<file path="src/rtl/xlrp_pkg.sv">
package xlrp_pkg;

    typedef enum logic [3:0] {
        PH_IDLE,
        PH_HEADER,
        PH_VOL_NAME,
        PH_VOL_PAD,
        PH_FILE_NAME,
        PH_FILE_PAD,
        PH_REC_TYPE,
        PH_REC_BODY,
        PH_AFTER_FF,
        PH_AFTER_VOL,
        PH_HALT
    } phase_t;

    typedef enum logic [3:0] {
        KIND_VOL_CHAR,
        KIND_VOL_END,
        KIND_FILE_CHAR,
        KIND_FILE_END,
        KIND_AUDIO,
        KIND_MOVIE,
        KIND_ENTRY_END,
        KIND_LIST_END,
        KIND_BAD_HEADER,
        KIND_BAD_TYPE
    } kind_t;

    localparam logic [4:0] HDR_CHECK_LEN = 5'd15;
    localparam logic [4:0] HDR_SKIP_TO   = 5'd24;
    localparam logic [4:0] PAD_LEN       = 5'd4;
    localparam logic [4:0] AUDIO_LAST    = 5'd10;
    localparam logic [4:0] MOVIE_LAST    = 5'd12;
    localparam logic [4:0] TIME_FIRST    = 5'd3;
    localparam logic [4:0] TIME_LAST     = 5'd8;
    localparam logic [4:0] SPEED_OFF     = 5'd9;

    localparam logic [7:0] REC_AUDIO = 8'h00;
    localparam logic [7:0] REC_MOVIE = 8'h01;
    localparam logic [7:0] LIST_FF   = 8'hFF;
    localparam logic [7:0] NUL       = 8'h00;

    localparam logic [7:0] HDR_TEXT [15] = '{
        8'h63, 8'h61, 8'h65, 8'h74, 8'h6C, 8'h61, 8'h20, 8'h58,
        8'h41, 8'h2D, 8'h4C, 8'h69, 8'h73, 8'h74, 8'h00
    };

    localparam int OUT_DATA_W = 80;

endpackage

</file>
<file path="src/rtl/xa_list_record_parser.sv">
// A beat accepted on the slave side passes through the input register, then the
// result register, before its result shows on the master side.
// Throughput: one byte per cycle; the slave side keeps taking beats while the
// result register is empty or being drained in the same cycle.
// Reset (aresetn low, synchronous): parser waits for a beat with the first flag,
// both pipeline valids clear; time and speed bytes hold no reset value.
module xa_list_record_parser
    import xlrp_pkg::*;
(
    input  logic                  aclk,
    input  logic                  aresetn,
    input  logic                  s_tvalid,
    output logic                  s_tready,
    input  logic [7:0]            s_tdata,   // [7:0] file_byte
    input  logic [0:0]            s_tuser,   // [0] first_byte
    output logic                  m_tvalid,
    input  logic                  m_tready,
    output logic [OUT_DATA_W-1:0] m_tdata,   // [7:0] name_char, [15:8] start_minute,
                                             // [23:16] start_second, [31:24] start_frame,
                                             // [39:32] end_minute, [47:40] end_second,
                                             // [55:48] end_frame, [64:56] speed_factor,
                                             // [72:65] interleave, [79:73] zero
    output logic [3:0]            m_tuser    // [3:0] kind
);

    logic                  in_valid_reg;
    logic [7:0]            in_byte_reg;
    logic                  in_first_reg;
    logic                  out_valid_reg, out_valid_next;
    logic [OUT_DATA_W-1:0] out_data_reg;
    logic [3:0]            out_kind_reg;

    phase_t     phase_reg, phase_next, phase_eff;
    logic [4:0] count_reg, count_next, count_eff;
    logic       movie_reg, movie_next;
    logic [7:0] time_reg [6];
    logic [7:0] speed_reg;

    logic       out_free, proc;
    logic       res_valid;
    kind_t      res_kind;
    logic [7:0] res_char, res_inter;
    logic [8:0] res_speed;
    logic       time_we;
    logic [2:0] time_idx;
    logic       speed_we;
    logic [4:0] rec_last;
    logic [OUT_DATA_W-1:0] res_data;

    assign out_free = !out_valid_reg || m_tready;
    assign proc     = in_valid_reg && out_free;
    assign s_tready = !in_valid_reg || out_free;
    assign m_tvalid = out_valid_reg;
    assign m_tdata  = out_data_reg;
    assign m_tuser  = out_kind_reg;

    assign phase_eff = in_first_reg ? PH_HEADER : phase_reg;
    assign count_eff = in_first_reg ? 5'd0 : count_reg;
    assign rec_last  = movie_reg ? MOVIE_LAST : AUDIO_LAST;
    assign time_idx  = 3'(count_eff - TIME_FIRST);

    always_comb begin
        phase_next = phase_eff;
        count_next = count_eff;
        movie_next = movie_reg;
        res_valid  = 1'b0;
        res_kind   = KIND_VOL_CHAR;
        res_char   = 8'd0;
        time_we    = 1'b0;
        speed_we   = 1'b0;
        unique case (phase_eff)
            PH_HEADER: begin
                if (count_eff < HDR_CHECK_LEN && in_byte_reg != HDR_TEXT[count_eff[3:0]]) begin
                    phase_next = PH_HALT;
                    res_valid  = 1'b1;
                    res_kind   = KIND_BAD_HEADER;
                end else if (count_eff + 5'd1 >= HDR_SKIP_TO) begin
                    count_next = 5'd0;
                    phase_next = PH_VOL_NAME;
                end else begin
                    count_next = count_eff + 5'd1;
                end
            end
            PH_VOL_NAME: begin
                res_valid = 1'b1;
                if (in_byte_reg != NUL) begin
                    res_kind = KIND_VOL_CHAR;
                    res_char = in_byte_reg;
                end else begin
                    res_kind   = KIND_VOL_END;
                    phase_next = PH_VOL_PAD;
                    count_next = 5'd0;
                end
            end
            PH_VOL_PAD, PH_FILE_PAD: begin
                if (count_eff + 5'd1 >= PAD_LEN) begin
                    count_next = 5'd0;
                    phase_next = (phase_eff == PH_VOL_PAD) ? PH_FILE_NAME : PH_REC_TYPE;
                end else begin
                    count_next = count_eff + 5'd1;
                end
            end
            PH_FILE_NAME: begin
                res_valid = 1'b1;
                if (in_byte_reg != NUL) begin
                    res_kind = KIND_FILE_CHAR;
                    res_char = in_byte_reg;
                end else begin
                    res_kind   = KIND_FILE_END;
                    phase_next = PH_FILE_PAD;
                    count_next = 5'd0;
                end
            end
            PH_REC_TYPE: begin
                if (in_byte_reg == REC_AUDIO || in_byte_reg == REC_MOVIE) begin
                    movie_next = in_byte_reg[0];
                    count_next = 5'd1;
                    phase_next = PH_REC_BODY;
                end else if (in_byte_reg == LIST_FF) begin
                    phase_next = PH_AFTER_FF;
                    res_valid  = 1'b1;
                    res_kind   = KIND_ENTRY_END;
                end else begin
                    phase_next = PH_HALT;
                    res_valid  = 1'b1;
                    res_kind   = KIND_BAD_TYPE;
                end
            end
            PH_REC_BODY: begin
                time_we  = count_eff >= TIME_FIRST && count_eff <= TIME_LAST;
                speed_we = count_eff == SPEED_OFF;
                if (count_eff < rec_last) begin
                    count_next = count_eff + 5'd1;
                end else begin
                    count_next = 5'd0;
                    phase_next = PH_REC_TYPE;
                    res_valid  = 1'b1;
                    res_kind   = movie_reg ? KIND_MOVIE : KIND_AUDIO;
                end
            end
            PH_AFTER_FF: begin
                if (in_byte_reg != NUL) begin
                    phase_next = PH_FILE_NAME;
                    res_valid  = 1'b1;
                    res_kind   = KIND_FILE_CHAR;
                    res_char   = in_byte_reg;
                end else begin
                    phase_next = PH_AFTER_VOL;
                end
            end
            PH_AFTER_VOL: begin
                res_valid = 1'b1;
                if (in_byte_reg != NUL) begin
                    phase_next = PH_VOL_NAME;
                    res_kind   = KIND_VOL_CHAR;
                    res_char   = in_byte_reg;
                end else begin
                    phase_next = PH_HALT;
                    res_kind   = KIND_LIST_END;
                end
            end
            default: begin
            end
        endcase
    end

    always_comb begin
        res_speed = 9'd0;
        res_inter = 8'd0;
        if (res_kind == KIND_AUDIO) begin
            res_speed = {1'b0, speed_reg} + 9'd1;
            res_inter = in_byte_reg;
        end
        if (res_kind == KIND_AUDIO || res_kind == KIND_MOVIE) begin
            res_data = {7'd0, res_inter, res_speed, time_reg[3], time_reg[4], time_reg[5],
                        time_reg[0], time_reg[1], time_reg[2], res_char};
        end else begin
            res_data = {72'd0, res_char};
        end
    end

    assign out_valid_next = proc ? res_valid : (out_valid_reg && !m_tready);

    always_ff @(posedge aclk) begin
        if (!aresetn) begin
            in_valid_reg  <= 1'b0;
            out_valid_reg <= 1'b0;
            phase_reg     <= PH_IDLE;
            count_reg     <= 5'd0;
            movie_reg     <= 1'b0;
        end else begin
            if (s_tready) begin
                in_valid_reg <= s_tvalid;
            end
            out_valid_reg <= out_valid_next;
            if (proc) begin
                phase_reg <= phase_next;
                count_reg <= count_next;
                movie_reg <= movie_next;
            end
        end
    end

    always_ff @(posedge aclk) begin
        if (s_tready && s_tvalid) begin
            in_byte_reg  <= s_tdata;
            in_first_reg <= s_tuser[0];
        end
        if (proc && res_valid) begin
            out_data_reg <= res_data;
            out_kind_reg <= res_kind;
        end
        if (proc && time_we) begin
            time_reg[time_idx] <= in_byte_reg;
        end
        if (proc && speed_we) begin
            speed_reg <= in_byte_reg;
        end
    end

    a_char_only_for_names: assert property (@(posedge aclk) disable iff (!aresetn)
        out_valid_reg && out_kind_reg != KIND_VOL_CHAR && out_kind_reg != KIND_FILE_CHAR
        |-> out_data_reg[7:0] == 8'd0)
        else $error("name_char set on a non-character result");

    a_speed_only_audio: assert property (@(posedge aclk) disable iff (!aresetn)
        out_valid_reg && out_kind_reg != KIND_AUDIO |-> out_data_reg[72:56] == 17'd0)
        else $error("speed or interleave set on a non-audio result");

    a_body_count: assert property (@(posedge aclk) disable iff (!aresetn)
        phase_reg == PH_REC_BODY |-> count_reg >= 5'd1 && count_reg <= MOVIE_LAST)
        else $error("record byte count out of range");

    a_halt_on_error: assert property (@(posedge aclk) disable iff (!aresetn)
        proc && res_valid && (res_kind == KIND_BAD_HEADER || res_kind == KIND_BAD_TYPE)
        |=> phase_reg == PH_HALT)
        else $error("parser did not halt after an error result");

    a_result_after_proc: assert property (@(posedge aclk) disable iff (!aresetn)
        $rose(out_valid_reg) |-> $past(proc && res_valid))
        else $error("result appeared without a processed beat");

endmodule

</file>
<file path="config.mk">
export PLATFORM = sky130hd
export DESIGN_NAME = xa_list_record_parser
export DESIGN_NICKNAME = d
export VERILOG_FILES = /design/src/rtl/xlrp_pkg.sv /design/src/rtl/xa_list_record_parser.sv
export SDC_FILE = /design/constraint.sdc
export NUM_CORES = 1
export LEC_CHECK = 0
export ABC_AREA = 1
export BUFFER_PORTS_ARGS = -buffer_cell sky130_fd_sc_hd__buf_2
export CORE_ASPECT_RATIO = 1.4
export CORE_MARGIN = 10
export CORE_UTILIZATION = 57
export CTS_CLUSTER_SIZE = 8
export DETAILED_ROUTE_END_ITERATION = 8
export PLACE_DENSITY_LB_ADDON = 0.12
export SLEW_MARGIN = 20
export SYNTH_ARGS = -nofsm -noshare
export SYNTH_HDL_FRONTEND = slang
export SYNTH_SLANG_ARGS = --single-unit
</file>
<file path="constraint.sdc">
create_clock -name aclk -period 5.5 [get_ports aclk]
set_input_delay 1.1 -clock aclk [delete_from_list [all_inputs] [get_ports aclk]]
set_output_delay 1.1 -clock aclk [all_outputs]
set_load 0.05 [all_outputs]
</file>
# [Word-level counts from Yosys, hierarchy flattened]
# Memory sizes are Yosys's and may differ from the RTL's. A register that Yosys moved wholly into a read port is not among the register bits.
# Cells that the tools add are included.
[classes] n_reduce_logical=29 n_lt_le_gt_ge=7 n_addsub=3 muxes=46 bitwise=1 n_eq_ne=15
[op_table] operator="two-way mux 4 bit" count=13
[op_table] operator="two-way mux 5 bit" count=7
[op_table] operator="two-way mux 8 bit" count=4
[op_table] operator="case mux 4 bit (8 select lines)" count=1
[op_table] operator="case mux 4 bit (7 select lines)" count=1
[op_table] operator="case mux 5 bit (5 select lines)" count=1
[op_table] operator="equality test 4 x 3 -> 1 bit (second input constant)" count=6
[op_table] operator="two-way mux 1 bit" count=12
[op_table] operator=">= comparator 5 bit (second input constant)" count=2
[op_table] operator="adder 8 x 1 -> 9 bit (second input constant)" count=1
[op_table] operator="zero test 1 bit" count=9
[op_table] operator="two-way mux 3 bit" count=3
[op_table] operator="equality test 4 x 2 -> 1 bit (second input constant)" count=2
[op_table] operator="equality test 4 bit (second input constant)" count=2
[op_table] operator="equality test 8 x 1 -> 1 bit (second input constant)" count=1
[op_table] operator="equality test 8 bit (second input constant)" count=1
[op_table] operator="logical AND 1 bit" count=8
[op_table] operator="zero test 8 bit" count=1
[op_table] operator="!= test 8 bit" count=1
[op_table] operator="nonzero test 8 bit" count=1
[op_table] operator="two-way mux 2 bit" count=3
[op_table] operator="adder 5 x 1 -> 5 bit (second input constant)" count=1
[op_table] operator="equality test 5 x 4 -> 1 bit (second input constant)" count=1
[op_table] operator=">= comparator 5 x 2 -> 1 bit (second input constant)" count=1
[op_table] operator="14 further kinds" count=18
[word_totals] mem_count=2 input_bits=13 ramBits=48 mem_bits_ro=128 reg_bits=65 output_inout_bits=86
[memory_table] name="(no name shown)" words=16 width=8 read_ports=1 rd_clocked_by_memory_dff=0 write_ports=0 line_no="xa_list_record_parser.sv:73" source="if (count_eff < HDR_CHECK_LEN && in_byte_reg != HDR_TEXT[count_eff[3:0]]) begin"
[memory_table] name="time_reg" words=6 width=8 read_ports=6 rd_clocked_by_memory_dff=6 write_ports=1 line_no="xa_list_record_parser.sv:36" source="logic [7:0] time_reg [6];"

# [Longest topological paths before layout]
# Gate-level depths: netlist of run 1.
[depth] ltp_word=12 ltp_mapped=18 depth_no_buf=18

# [Worst setup path after synthesis of run 1]
# OpenSTA, ideal clock, no wires.
[synth_path] path_kind="register to register" start="register in_first_reg" end="register out_data_reg[0] (netlist: m_tdata[0]) (enable)" setup_ns=0.431 n_path_buf=0 setup_slack_ns=1.685 t_arrival_ns=3.384 required_ns=5.069 path_stages_with_launch=16 path_cell_list="edfxtp_1 -> inv_2 -> nand2_1 -> inv_1 -> ha_1 -> inv_1 -> nor2_1 -> nor2_1 -> nand3_1 -> nand3_1 -> nor2_1 -> nand2_2 -> nand2_2 -> nand2_1 -> nand2_1 -> inv_1"
[synth_between] elab_chain_len=10 word_cells_on_any_way=22
[synth_lines] item="start, declared" line_no="xa_list_record_parser.sv:28" source="logic in_first_reg;"
[synth_lines] item="start signal, assigned" line_no="xa_list_record_parser.sv:207" source="in_first_reg <= s_tuser[0];"
[synth_lines] item="two-way mux 5 bit" line_no="xa_list_record_parser.sv:58" source="assign count_eff = in_first_reg ? 5'd0 : count_reg;"
[synth_lines] item="NOT 4 -> 5 bit (implied by the code)" line_no="xa_list_record_parser.sv:73"
[synth_lines] item="memory (16 x 8 bit)"
[synth_lines] item="two-way mux 8 bit (implied by the code) (2 in a row)" line_no="xa_list_record_parser.sv:73"
[synth_lines] item="!= test 8 bit" line_no="xa_list_record_parser.sv:73"
[synth_lines] item="logical AND 1 bit" line_no="xa_list_record_parser.sv:73"
[synth_lines] item="two-way mux 1 bit" line_no="xa_list_record_parser.sv:73"
[synth_lines] item="case mux 1 bit (5 select lines) (*)" line_no="xa_list_record_parser.sv:71" source="unique case (phase_eff)"
[synth_lines] item="logical AND 1 bit (*)" line_no="xa_list_record_parser.sv:209" source="if (proc && res_valid) begin"
[synth_lines] item="end signal, assigned" line_no="xa_list_record_parser.sv:210" source="out_data_reg <= res_data;"
[synth_lines] item="end, declared" line_no="xa_list_record_parser.sv:30" source="logic [OUT_DATA_W-1:0] out_data_reg;"
# Mark *: on every way between the ends. The rest lies on a longest branch, timed or not. The select of a mux whose other input is x is not followed.
# A chain may end at the register's enable or synchronous reset.

# [Worst setup path after layout of run 1]
[layout_path] start="register in_first_reg" end="register out_data_reg[72] (netlist: m_tdata[72]) (enable)"
# Same word-level chain as after synthesis.

==> qor.csv, run 1 <==
metric,value,unit
outcome,completed,
Core Box Area,11300,um2
M3 GR Usage,5.42,%
Pleak,3.50,nW
slew of the pin with the lowest slew margin,0.823,ns
Syn Std Cell Area,6550,um2
met2 usage,35.6,%
clk_lat worst skew,0.42,ns
vias in the first global route,4658,
clk sink count,154,
DR pass1 iterations,5,
P per Cell Area,340,nW/um2
Crit Path Class,register to register,
setup TNS,0,ns
Root Buffer,clkbuf_16,
Post-CTS Setup Inserts,0,
Synth Area per Inst,10.7,um2
Pins Over Slew Limit,0,
crit path DAT,4.19,ns
largest net degree at the start of global routing,51,
register area share after synthesis,68.8,%
CTS buffer count,17,
Antenna diodes,0,
startpoint types,register,
die width,111,um
max_cap viols,0,
Final Wtd Congestion,0.931,
Clock Path Buffers,2,
top-count cell post-synth,edfxtp_1,
max reg flops,73,
Wirelength per Cell,18.1,um
Worst IR Drop VDD,0.233,mV
grt peak-use layer,met2,
kind of end point of the critical path,register,
Syn-to-layout area delta,17.6,%
RSZ-0062 raised after global routing,false,
I/O pin total,99,
die area,16200,um2
ys async rst share,0,%
top-area cell type share of the netlist area,65.1,%
DP Cell Count,838,
achievable clock frequency,0.242,GHz
Initial Utilization,58.1,%
DP HPWL,11100,um
DR iter-0 viols,410,
Post-DP Area,7120,um2
nets,729,
Rows,46,
Hold Crit Class,register to register,
"CTS clk-pin slew, worst paths",0.06,ns
relative slew slack,45.0,%
routed vias/inst,5.29,
warnings from Yosys,0,
grt total ovfl,0,
cts hold-fix bufs,0,
Layout Cells excl Fill,870,
initial antenna violation count,0,
CP Max Fanout,39,
period utilization,75.2,%
Worst Skew,0.0109,ns
Synth area leaders,"edfxtp_1 (65%), nand2_1 (5.9%), inv_1 (5.8%)",
Synth cell types,33,
GR Util All Layers,19.2,%
"area leader, netlist",edfxtp_1,
synthesis-stage register bit count,154,
Setup Viol. Count Final,0,
"Hold Vio Cnt, Final",0,
via count,4606,
# DRC,0,
IO buf count,91,
TritonCTS clock tree,built,
die height,147,um
Mapped Cells,612,
Worst R2R Setup Slack,1.36,ns
H-tree depth,4,
met1 Use GR,19.5,%
"EDFF count, synth",142,
required time worst endpoint,5.56,ns
top post-synthesis cells by count,"edfxtp_1 (142), nand2_1 (103), inv_1 (102)",
post-route cell area,7700,um2
first-pass GRT wire length,24500,um
share of cells above drive strength 1,20.2,%
Post-CTS Resized,0,
final WL,15700,um
Synth Flop Type,edfxtp_1,
Total Power,2.62,mW
post-route ant nets,0,
Final min period,4.14,ns
-- routing by layer --
metal,wire (um),vias to the layer above
met2,8810,185
met3,855,40
met4,478,0
met1,5570,2166
li1,-,2215
met5,0,-
-- critical path: stages (launching register included) --
cell	delay (ns)
edfxtp_1	0.48
inv_2	0.30
nand2_1	0.22
inv_1	0.13
ha_1	0.28
inv_1	0.25
nor2_1	0.09
nor2_1	0.14
nand3_1	0.08
nand3_1	0.08
nor2_1	0.06
nand2_2	0.11
nand2_2	0.12
nand2_1	0.09
nand2_1	0.08
inv_2	0.61
buf_4	0.56
-- power by group --
part           switching [mW]  leakage (nW)  internal, mW
Clock                   0.471         0.252         0.626
Sequential             0.0251          1.49          1.30
Combinational           0.152          1.75        0.0390
-- cells in the final DEF, fill, tap and decap left out, drive strengths merged --
cell type  Yosys  final
a211oi         1      1
a21oi         20     20
a31oi          2      2
buf           12     93
bufinv         0      1
clkbuf         5     19
clkinv         0      3
clkinvlp       0      6
conb           1      7
dfxtp         12     12
edfxtp       142    142
ha             3      3
inv          106    109
nand2        110    110
nand3         43     43
nand3b         2      2
nand4          9      9
nor2         103    103
nor3          13     13
nor3b          1      1
nor4           5      5
o211ai         2      2
o21ai         14     14
o311a          1      1
o311ai         1      1
xnor2          1      1
xor2           3      3
-- cell type report --
class                   count  area (um2)
inverters                 106         398
clock inverters            13         121
fillers                   869        3580
flip-flops and latches    154        4500
clock buffers              19         433
well taps                 144         180
repair buffers             93         470
multi-input cells         341        1590
-- through the flow --
| stage | setup slack (ns) | util (%) | hold slack [ns] |
|---|---|---|---|
| after global placement | 1.68 | 63.1 | 0.485 |
| after floorplan | 1.68 | - | 0.459 |
| after global routing | 0.943 | 68.3 | 0.526 |
| after detailed placement | 1.49 | 63.1 | 0.483 |
| final | 1.36 | 68.3 | 0.496 |
| after CTS | 1.45 | 68.0 | 0.493 |
-- worst paths after layout --
| kind | to | cells past startpoint | startpoint |
|---|---|---|---|
| min | phase_reg[1] | 2 | phase_reg[1] |
| max | m_tdata[72] | 16 | in_first_reg |
| min reg2reg | phase_reg[1] | 2 | phase_reg[1] |
| max reg2reg | m_tdata[72] | 16 | in_first_reg |
-- cell families (layout without fill, tap and decap cells) --
kind of cell,Yosys count,in the layout,synth area share (%)
adder cells (fa/ha/maj),3,3,0.573
flip-flops,154,154,68.8
buffers and inverters,123,231,7.72
AND/OR/NAND/NOR,286,286,18.8
other,1,7,0.0573
XOR/XNOR,4,4,0.535
AO/OA/AOI/OAI,41,41,3.53
Power figures use the tool's default switching activity.
==> run 2: changes to the inputs <==
--- a/config.mk
+++ b/config.mk
@@ -5,7 +5,7 @@
 export SDC_FILE = /design/constraint.sdc
 export NUM_CORES = 1
 export LEC_CHECK = 0
-export ABC_AREA = 1
+export ABC_AREA = 0
 export BUFFER_PORTS_ARGS = -buffer_cell sky130_fd_sc_hd__buf_2
 export CORE_ASPECT_RATIO = 1.4
 export CORE_MARGIN = 10
==> constraint.sdc (replaced) <==
create_clock -name aclk -period 4.1 [get_ports aclk]
set_input_delay 0.82 -clock aclk [delete_from_list [all_inputs] [get_ports aclk]]
set_output_delay 0.82 -clock aclk [all_outputs]
set_load 0.05 [all_outputs]
==> run 2 against run 1 <==
  * Power is 35% higher
  * Sequential cell count stayed put
  * Wire length is 1.9% lower
  * Maximum frequency is 18% higher
  * Highest routed layer unchanged
  * Clock power is 35% higher
  * Non-clock buffer count is 6 higher
  * Final cell count is 12% lower
  * Critical path type unchanged
  * Count of clock-buffer cells in the layout is 2 lower
  * Sequential share of layout area is 1.4 points lower
  * Die area is 2.4% higher
  * Synthesized area is 2.8% higher
==> qor.csv, run 2 <==
metric,value,unit,change
largest net degree at the start of global routing,68,,+33%
post-route ant nets,0,,unchanged
period utilization,85.9,%,+11 points
top-area cell type share of the netlist area,63.3,%,-1.8 points
synthesis-stage register bit count,154,,unchanged
P per Cell Area,447,nW/um2,+31%
Worst IR Drop VDD,0.347,mV,+49%
switching portion of total power,24.5,%,-0.24 points
initial antenna violation count,0,,unchanged
GR Util All Layers,18.4,%,-0.81 points
CTS buffer count,17,,unchanged
TritonCTS clock tree,built,,
max reg flops,73,,unchanged
via count,4396,,-4.6%
I/O pin total,99,,unchanged
clk sink count,154,,unchanged
Syn Std Cell Area,6740,um2,+2.8%
"area leader, netlist",edfxtp_1,,
Worst R2R Setup Slack,0.58,ns,-0.78 ns
nets,622,,-15%
grt total ovfl,0,,unchanged
Hold Path Cell Cnt,1,,-1
slew of the pin with the lowest slew margin,0.769,ns,-0.0537 ns
Rows,46,,unchanged
RSZ-0062 raised after global routing,false,,
fillers,835,,-3.9%
warnings from Yosys,0,,unchanged
Core Box Area,11500,um2,+1.5%
DR iter-0 viols,400,,-2.4%
R2R depth,10,,-6
ys async rst share,0,%,unchanged
Post-CTS Setup Inserts,0,,unchanged
"commonest non-fill, non-tap cells in the layout","edfxtp_1 (142), buf_2 (91), and2_1 (65)",,
Synth area leaders,"edfxtp_1 (63%), and2_1 (6.0%), dfxtp_1 (3.6%)",,
M3 GR Usage,3.95,%,-1.5 points
"commonest non-fill, non-tap cell in the layout",edfxtp_1,,
Synth Flop Type,edfxtp_1,,
R2R Path Start,count_reg[1],,
first-pass GRT wire length,24200,um,-1.0%
achievable clock frequency,0.284,GHz,+18%
Worst Skew,0.0125,ns,+0.00155 ns
combinational group share of total power,7.3,%,about the same
Initial Utilization,58.8,%,+0.74 points
setup TNS,0,ns,unchanged
Synth cell types,71,,+120%
"CTS clk-pin slew, worst paths",0.07,ns,about the same
outcome,completed,,
top-count cell post-synth,edfxtp_1,,
relative slew slack,48.6,%,+3.6 points
crit path DAT,3.59,ns,-0.60 ns
die height,149,um,+1.2%
kind of end point of the critical path,register,,
CP peak stage delay,0.74,ns,+0.13 ns
Root Buffer,clkbuf_16,,
DR pass1 iterations,5,,unchanged
Pleak,2.96,nW,-15%
CP Max Fanout,67,,+72%
Antenna diodes,0,,unchanged
hold_sp,time_reg[1][4],,
Clock Power Share,41.9,%,about the same
top post-synthesis cells by count,"edfxtp_1 (142), and2_1 (65), nor2_1 (40)",,
NetSw,864,uW,+33%
Hold Path Sink,m_tdata[20],,
Synth Area per Inst,13.0,um2,+22%
share of cells above drive strength 1,24.8,%,+4.5 points
IO buf count,91,,unchanged
grt peak-use layer,met2,,
Pins Over Slew Limit,0,,unchanged
CP max-delay cell,dfxtp_1,,
WP buf/inv,2,,-3
Clock Path Buffers,2,,unchanged
Mapped Cells,517,,-16%
die area,16600,um2,+2.4%
Hold Crit Class,register to register,,
Wirelength per Cell,20.2,um,+12%
cts hold-fix bufs,0,,unchanged
Sequential Power Share,50.7,%,about the same
Final Wtd Congestion,0.952,,+2.2%
Total Power,3.52,mW,+35%
Int Power,2.66,mW,+35%
startpoint types,register,,
"Cell Chain, Critical Path",nor2b_2 > inv_1 > ha_1 > nor3b_1 > a31oi_1 > a21o_1 > a311oi_4 > o31ai_4 > a211oi_4 > buf_12,,
pre-CTS WS,0.655,ns,-0.833 ns
die width,112,um,+1.1%
vias in the first global route,4383,,-5.9%
DP HPWL,10700,um,-4.1%
max_cap viols,0,,unchanged
met1 Use GR,20.5,%,+0.95 points
final WL,15400,um,-1.9%
H-tree depth,4,,unchanged
required time worst endpoint,4.17,ns,-1.39 ns
kind of cell adding the most delay to the critical path,compound AO/OA/AOI/OAI gates,,
clk_lat worst skew,0.41,ns,about the same
Crit Path Class,register to register,,
"EDFF count, synth",142,,unchanged
register area share after synthesis,66.9,%,-1.9 points
Final min period,3.52,ns,-0.616 ns
# DRC,0,,unchanged
met2 usage,32.4,%,-3.3 points
final setup margin,0.580,ns,-0.784 ns
"Hold Vio Cnt, Final",0,,unchanged
routed vias/inst,5.77,,+9.0%
Setup Viol. Count Final,0,,unchanged
worst r2r dst,m_tdata[12],,
Syn-to-layout area delta,17.1,%,
Post-CTS Resized,0,,unchanged
## run 2: changes by cell type in the layout (fill, tap and decap cells not counted), moves of 11 or more
cell,change
and2_1,+65
inv_1,-91
nor3_1,+11
nor2_1,-60
nand3_1,-34
nand2_1,-78
## run 2: per-layer routing
metal	wire length (um)	vias up	part of all wire [%]
met5	0	-	0
met4	548	0	3.6
met3	716	37	4.6
met2	8330	157	54
met1	5820	2120	38
li1	-	2082	-
## run 2: worst max-delay path by stage
stage | from | endpoint | cells past startpoint
after CTS | count_reg[1] | m_tdata[8] | 10
after global placement | count_reg[1] | m_tdata[12] | 10
after floorplan | count_reg[1] | m_tdata[0] | 10
after detailed placement | count_reg[1] | m_tdata[12] | 10
final | count_reg[1] | m_tdata[12] | 10
after global routing | count_reg[1] | m_tdata[12] | 10
## run 2: final cells by class
type / instances / area, um2 / area share (%)
multi-input cells: 321 / 2060 / 26.1
clock inverters: 14 / 136 / 1.73
inverters: 13 / 50.0 / 0.635
repair buffers: 99 / 528 / 6.70
flip-flops and latches: 154 / 4500 / 57.1
clock buffers: 17 / 425 / 5.40
well taps: 144 / 180 / 2.29
## run 2: worst register-to-register path: stages, from the launching register on
cell	delay (ns)
dfxtp_1	0.74
nor2b_2	0.31
inv_1	0.08
ha_1	0.17
nor3b_1	0.18
a31oi_1	0.11
a21o_1	0.26
a311oi_4	0.44
o31ai_4	0.17
a211oi_4	0.33
buf_12	0.34
## run 2: metrics by stage
stage | std cells | util [%] | cell area (um2) | hold slack, ns
6_report | 762 | 68.8 | 7880 | 0.511
5_1_grt | 762 | 68.8 | 7880 | 0.540
4_1_cts | 762 | 68.8 | 7880 | 0.513
3_5_place_dp | 731 | 63.9 | 7320 | 0.507
3_3_place_gp | 731 | 63.9 | 7320 | 0.501
2_1_floorplan | 523 | - | 6800 | 0.497
## run 2: kinds of logic (layout without fill, tap and decap cells)
| family | Yosys count | count (layout) | synth area share (%) |
|---|---|---|---|
| AO/OA/AOI/OAI | 83 | 83 | 8.97 |
| XOR/XNOR | 14 | 14 | 1.82 |
| adder cells (fa/ha/maj) | 3 | 3 | 0.557 |
| buffers and inverters | 48 | 143 | 3.36 |
| flip-flops | 154 | 154 | 66.9 |
| multiplexers | 5 | 5 | 0.836 |
| other | 1 | 7 | 0.0557 |
| AND/OR/NAND/NOR | 209 | 209 | 17.5 |
## run 2: power groups by stage
stage	clock network (mW)	logic (mW)	registers [mW]
floorplan	0	0.159	1.85
global placement	0	0.254	1.82
detailed placement	0	0.257	1.82
CTS	1.49	0.258	1.79
global route	1.56	0.276	1.79
finish	1.48	0.258	1.79
==> run 3: changes to the inputs <==
==> constraint.sdc (replaced) <==
create_clock -name aclk -period 4.1 [get_ports aclk]
set_input_delay 1.025 -clock aclk [delete_from_list [all_inputs] [get_ports aclk]]
set_output_delay 1.025 -clock aclk [all_outputs]
set_load 0.05 [all_outputs]
==> run 3 against run 2 <==
  * Clock power increased by 7%
  * Clock skew decreased by 0.0014 ns
  * Non-clock buffer count is 3 higher
  * Critical endpoint unchanged
  * Final cell count up 0.39%
  * Largest cell class unchanged
==> qor.csv, run 3 (synthesized netlist as in run 2, its figures left out) <==
metric,value,unit,change
die width,112,um,unchanged
required time worst endpoint,4.19,ns,+0.02 ns
clk sink count,154,,unchanged
Syn-to-layout area delta,17.9,%,
P per Cell Area,456,nW/um2,+2.2%
RSZ-0062 raised after global routing,false,,
Worst Skew,0.0110,ns,-0.00142 ns
Initial Utilization,58.8,%,unchanged
Pins Over Slew Limit,0,,unchanged
CP Max Fanout,55,,-18%
Worst R2R Setup Slack,0.51,ns,-0.07 ns
I/O pin total,99,,unchanged
Final min period,3.59,ns,+0.0710 ns
hold_sp,time_reg[0][2],,
kind of end point of the critical path,register,,
achievable clock frequency,0.278,GHz,-2.0%
Crit Path Class,register to register,,
largest net degree at the start of global routing,56,,-18%
Worst IR Drop VDD,0.291,mV,-16%
initial antenna violation count,0,,unchanged
die area,16600,um2,unchanged
TritonCTS clock tree,built,,
vias in the first global route,4578,,+4.4%
DP HPWL,10600,um,-0.29%
R2R Path Start,count_reg[1],,
GR Util All Layers,18.9,%,+0.54 points
Layout Cells excl Fill,765,,+0.39%
Hold Path Cell Cnt,1,,unchanged
Hold Path Sink,m_tdata[26],,
worst r2r dst,m_tdata[12],,
slew of the pin with the lowest slew margin,0.879,ns,+0.110 ns
share of cells above drive strength 1,24.8,%,+0.041 points
max reg flops,73,,unchanged
max_cap viols,0,,unchanged
"commonest non-fill, non-tap cell in the layout",edfxtp_1,,
Post-CTS Resized,0,,unchanged
final WL,15600,um,+1.4%
startpoint types,register,,
Post-CTS Setup Inserts,0,,unchanged
"commonest non-fill, non-tap cells in the layout","edfxtp_1 (142), buf_2 (91), and2_1 (65)",,
Hold Crit Class,register to register,,
via count,4457,,+1.4%
Final Wtd Congestion,0.956,,+0.42%
clk_lat worst skew,0.42,ns,about the same
setup TNS,0,ns,unchanged
worst hold slack,0.516,ns,+0.00510 ns
CTS buffer count,17,,unchanged
outcome,completed,,
Rows,46,,unchanged
post-route ant nets,0,,unchanged
post-route cell area,7940,um2,+0.75%
routed vias/inst,5.83,,+0.99%
crit path DAT,3.68,ns,+0.09 ns
Pleak,3.00,nW,+1.1%
Antenna diodes,0,,unchanged
Core Box Area,11500,um2,unchanged
"Hold Vio Cnt, Final",0,,unchanged
R2R depth,10,,unchanged
first-pass GRT wire length,24700,um,+2.0%
"CTS clk-pin slew, worst paths",0.06,ns,about the same
grt total ovfl,0,,unchanged
die height,149,um,unchanged
Post-DP Area,7340,um2,+0.31%
nets,625,,+0.48%
Wirelength per Cell,20.4,um,+1.0%
relative slew slack,41.3,%,-7.3 points
period utilization,87.6,%,+1.7 points
Root Buffer,clkbuf_16,,
cts hold-fix bufs,0,,unchanged
Setup Viol. Count Final,0,,unchanged
Clock Path Buffers,2,,unchanged
DR iter-0 viols,248,,-38%
# DRC,0,,unchanged
DR pass1 iterations,4,,-1
IO buf count,91,,unchanged
H-tree depth,4,,unchanged
DP Cell Count,734,,+0.41%
## run 3: how the worst max path moves through the flow
stage	from	endpoint	slack [ns]	cells past startpoint
after global routing	count_reg[1]	m_tdata[12]	0.32	10
after global placement	count_reg[1]	m_tdata[14]	0.66	10
after CTS	count_reg[1]	m_tdata[12]	0.52	10
final	count_reg[1]	m_tdata[12]	0.51	10
after floorplan	count_reg[1]	m_tdata[0]	-0.31	10
after detailed placement	count_reg[1]	m_tdata[12]	0.54	10
## run 3: through the flow
stage	setup slack (ns)	power, mW	util, %
2_1_floorplan	-0.308	2.01	-
3_3_place_gp	0.660	2.07	64.1
3_5_place_dp	0.535	2.08	64.1
4_1_cts	0.518	3.64	69.3
5_1_grt	0.318	3.74	69.3
6_report	0.509	3.62	69.3
## run 3: layout make-up
type / instances / area (um2)
flip-flops and latches: 154 / 4500
fillers: 827 / 3510
multi-input cells: 321 / 2060
repair buffers: 102 / 551
clock buffers: 17 / 425
well taps: 144 / 180
clock inverters: 14 / 173
inverters: 13 / 50.0
## run 3: metal layers
metal | track usage, % | wire, um | vias to the layer above
li1 | - | - | 2094
met1 | 20.2 | 5860 | 2159
met2 | 33.8 | 8470 | 169
met3 | 5.96 | 946 | 35
met4 | 7.35 | 351 | 0
met5 | 0 | 0 | -
## run 3: report_power, final
part	internal (mW)	switching [mW]
logic	0.0717	0.192
clock network	0.958	0.619
registers	1.74	0.0425
## run 3: worst max-delay path, stage by stage (launching register included)
cell and delay [ns]:
dfxtp_1 0.73, nor2b_2 0.32, inv_1 0.08, ha_1 0.18
nor3b_1 0.18, a31oi_1 0.10, a21o_1 0.28, a311oi_4 0.41
o31ai_4 0.17, a211oi_4 0.45, buf_12 0.31
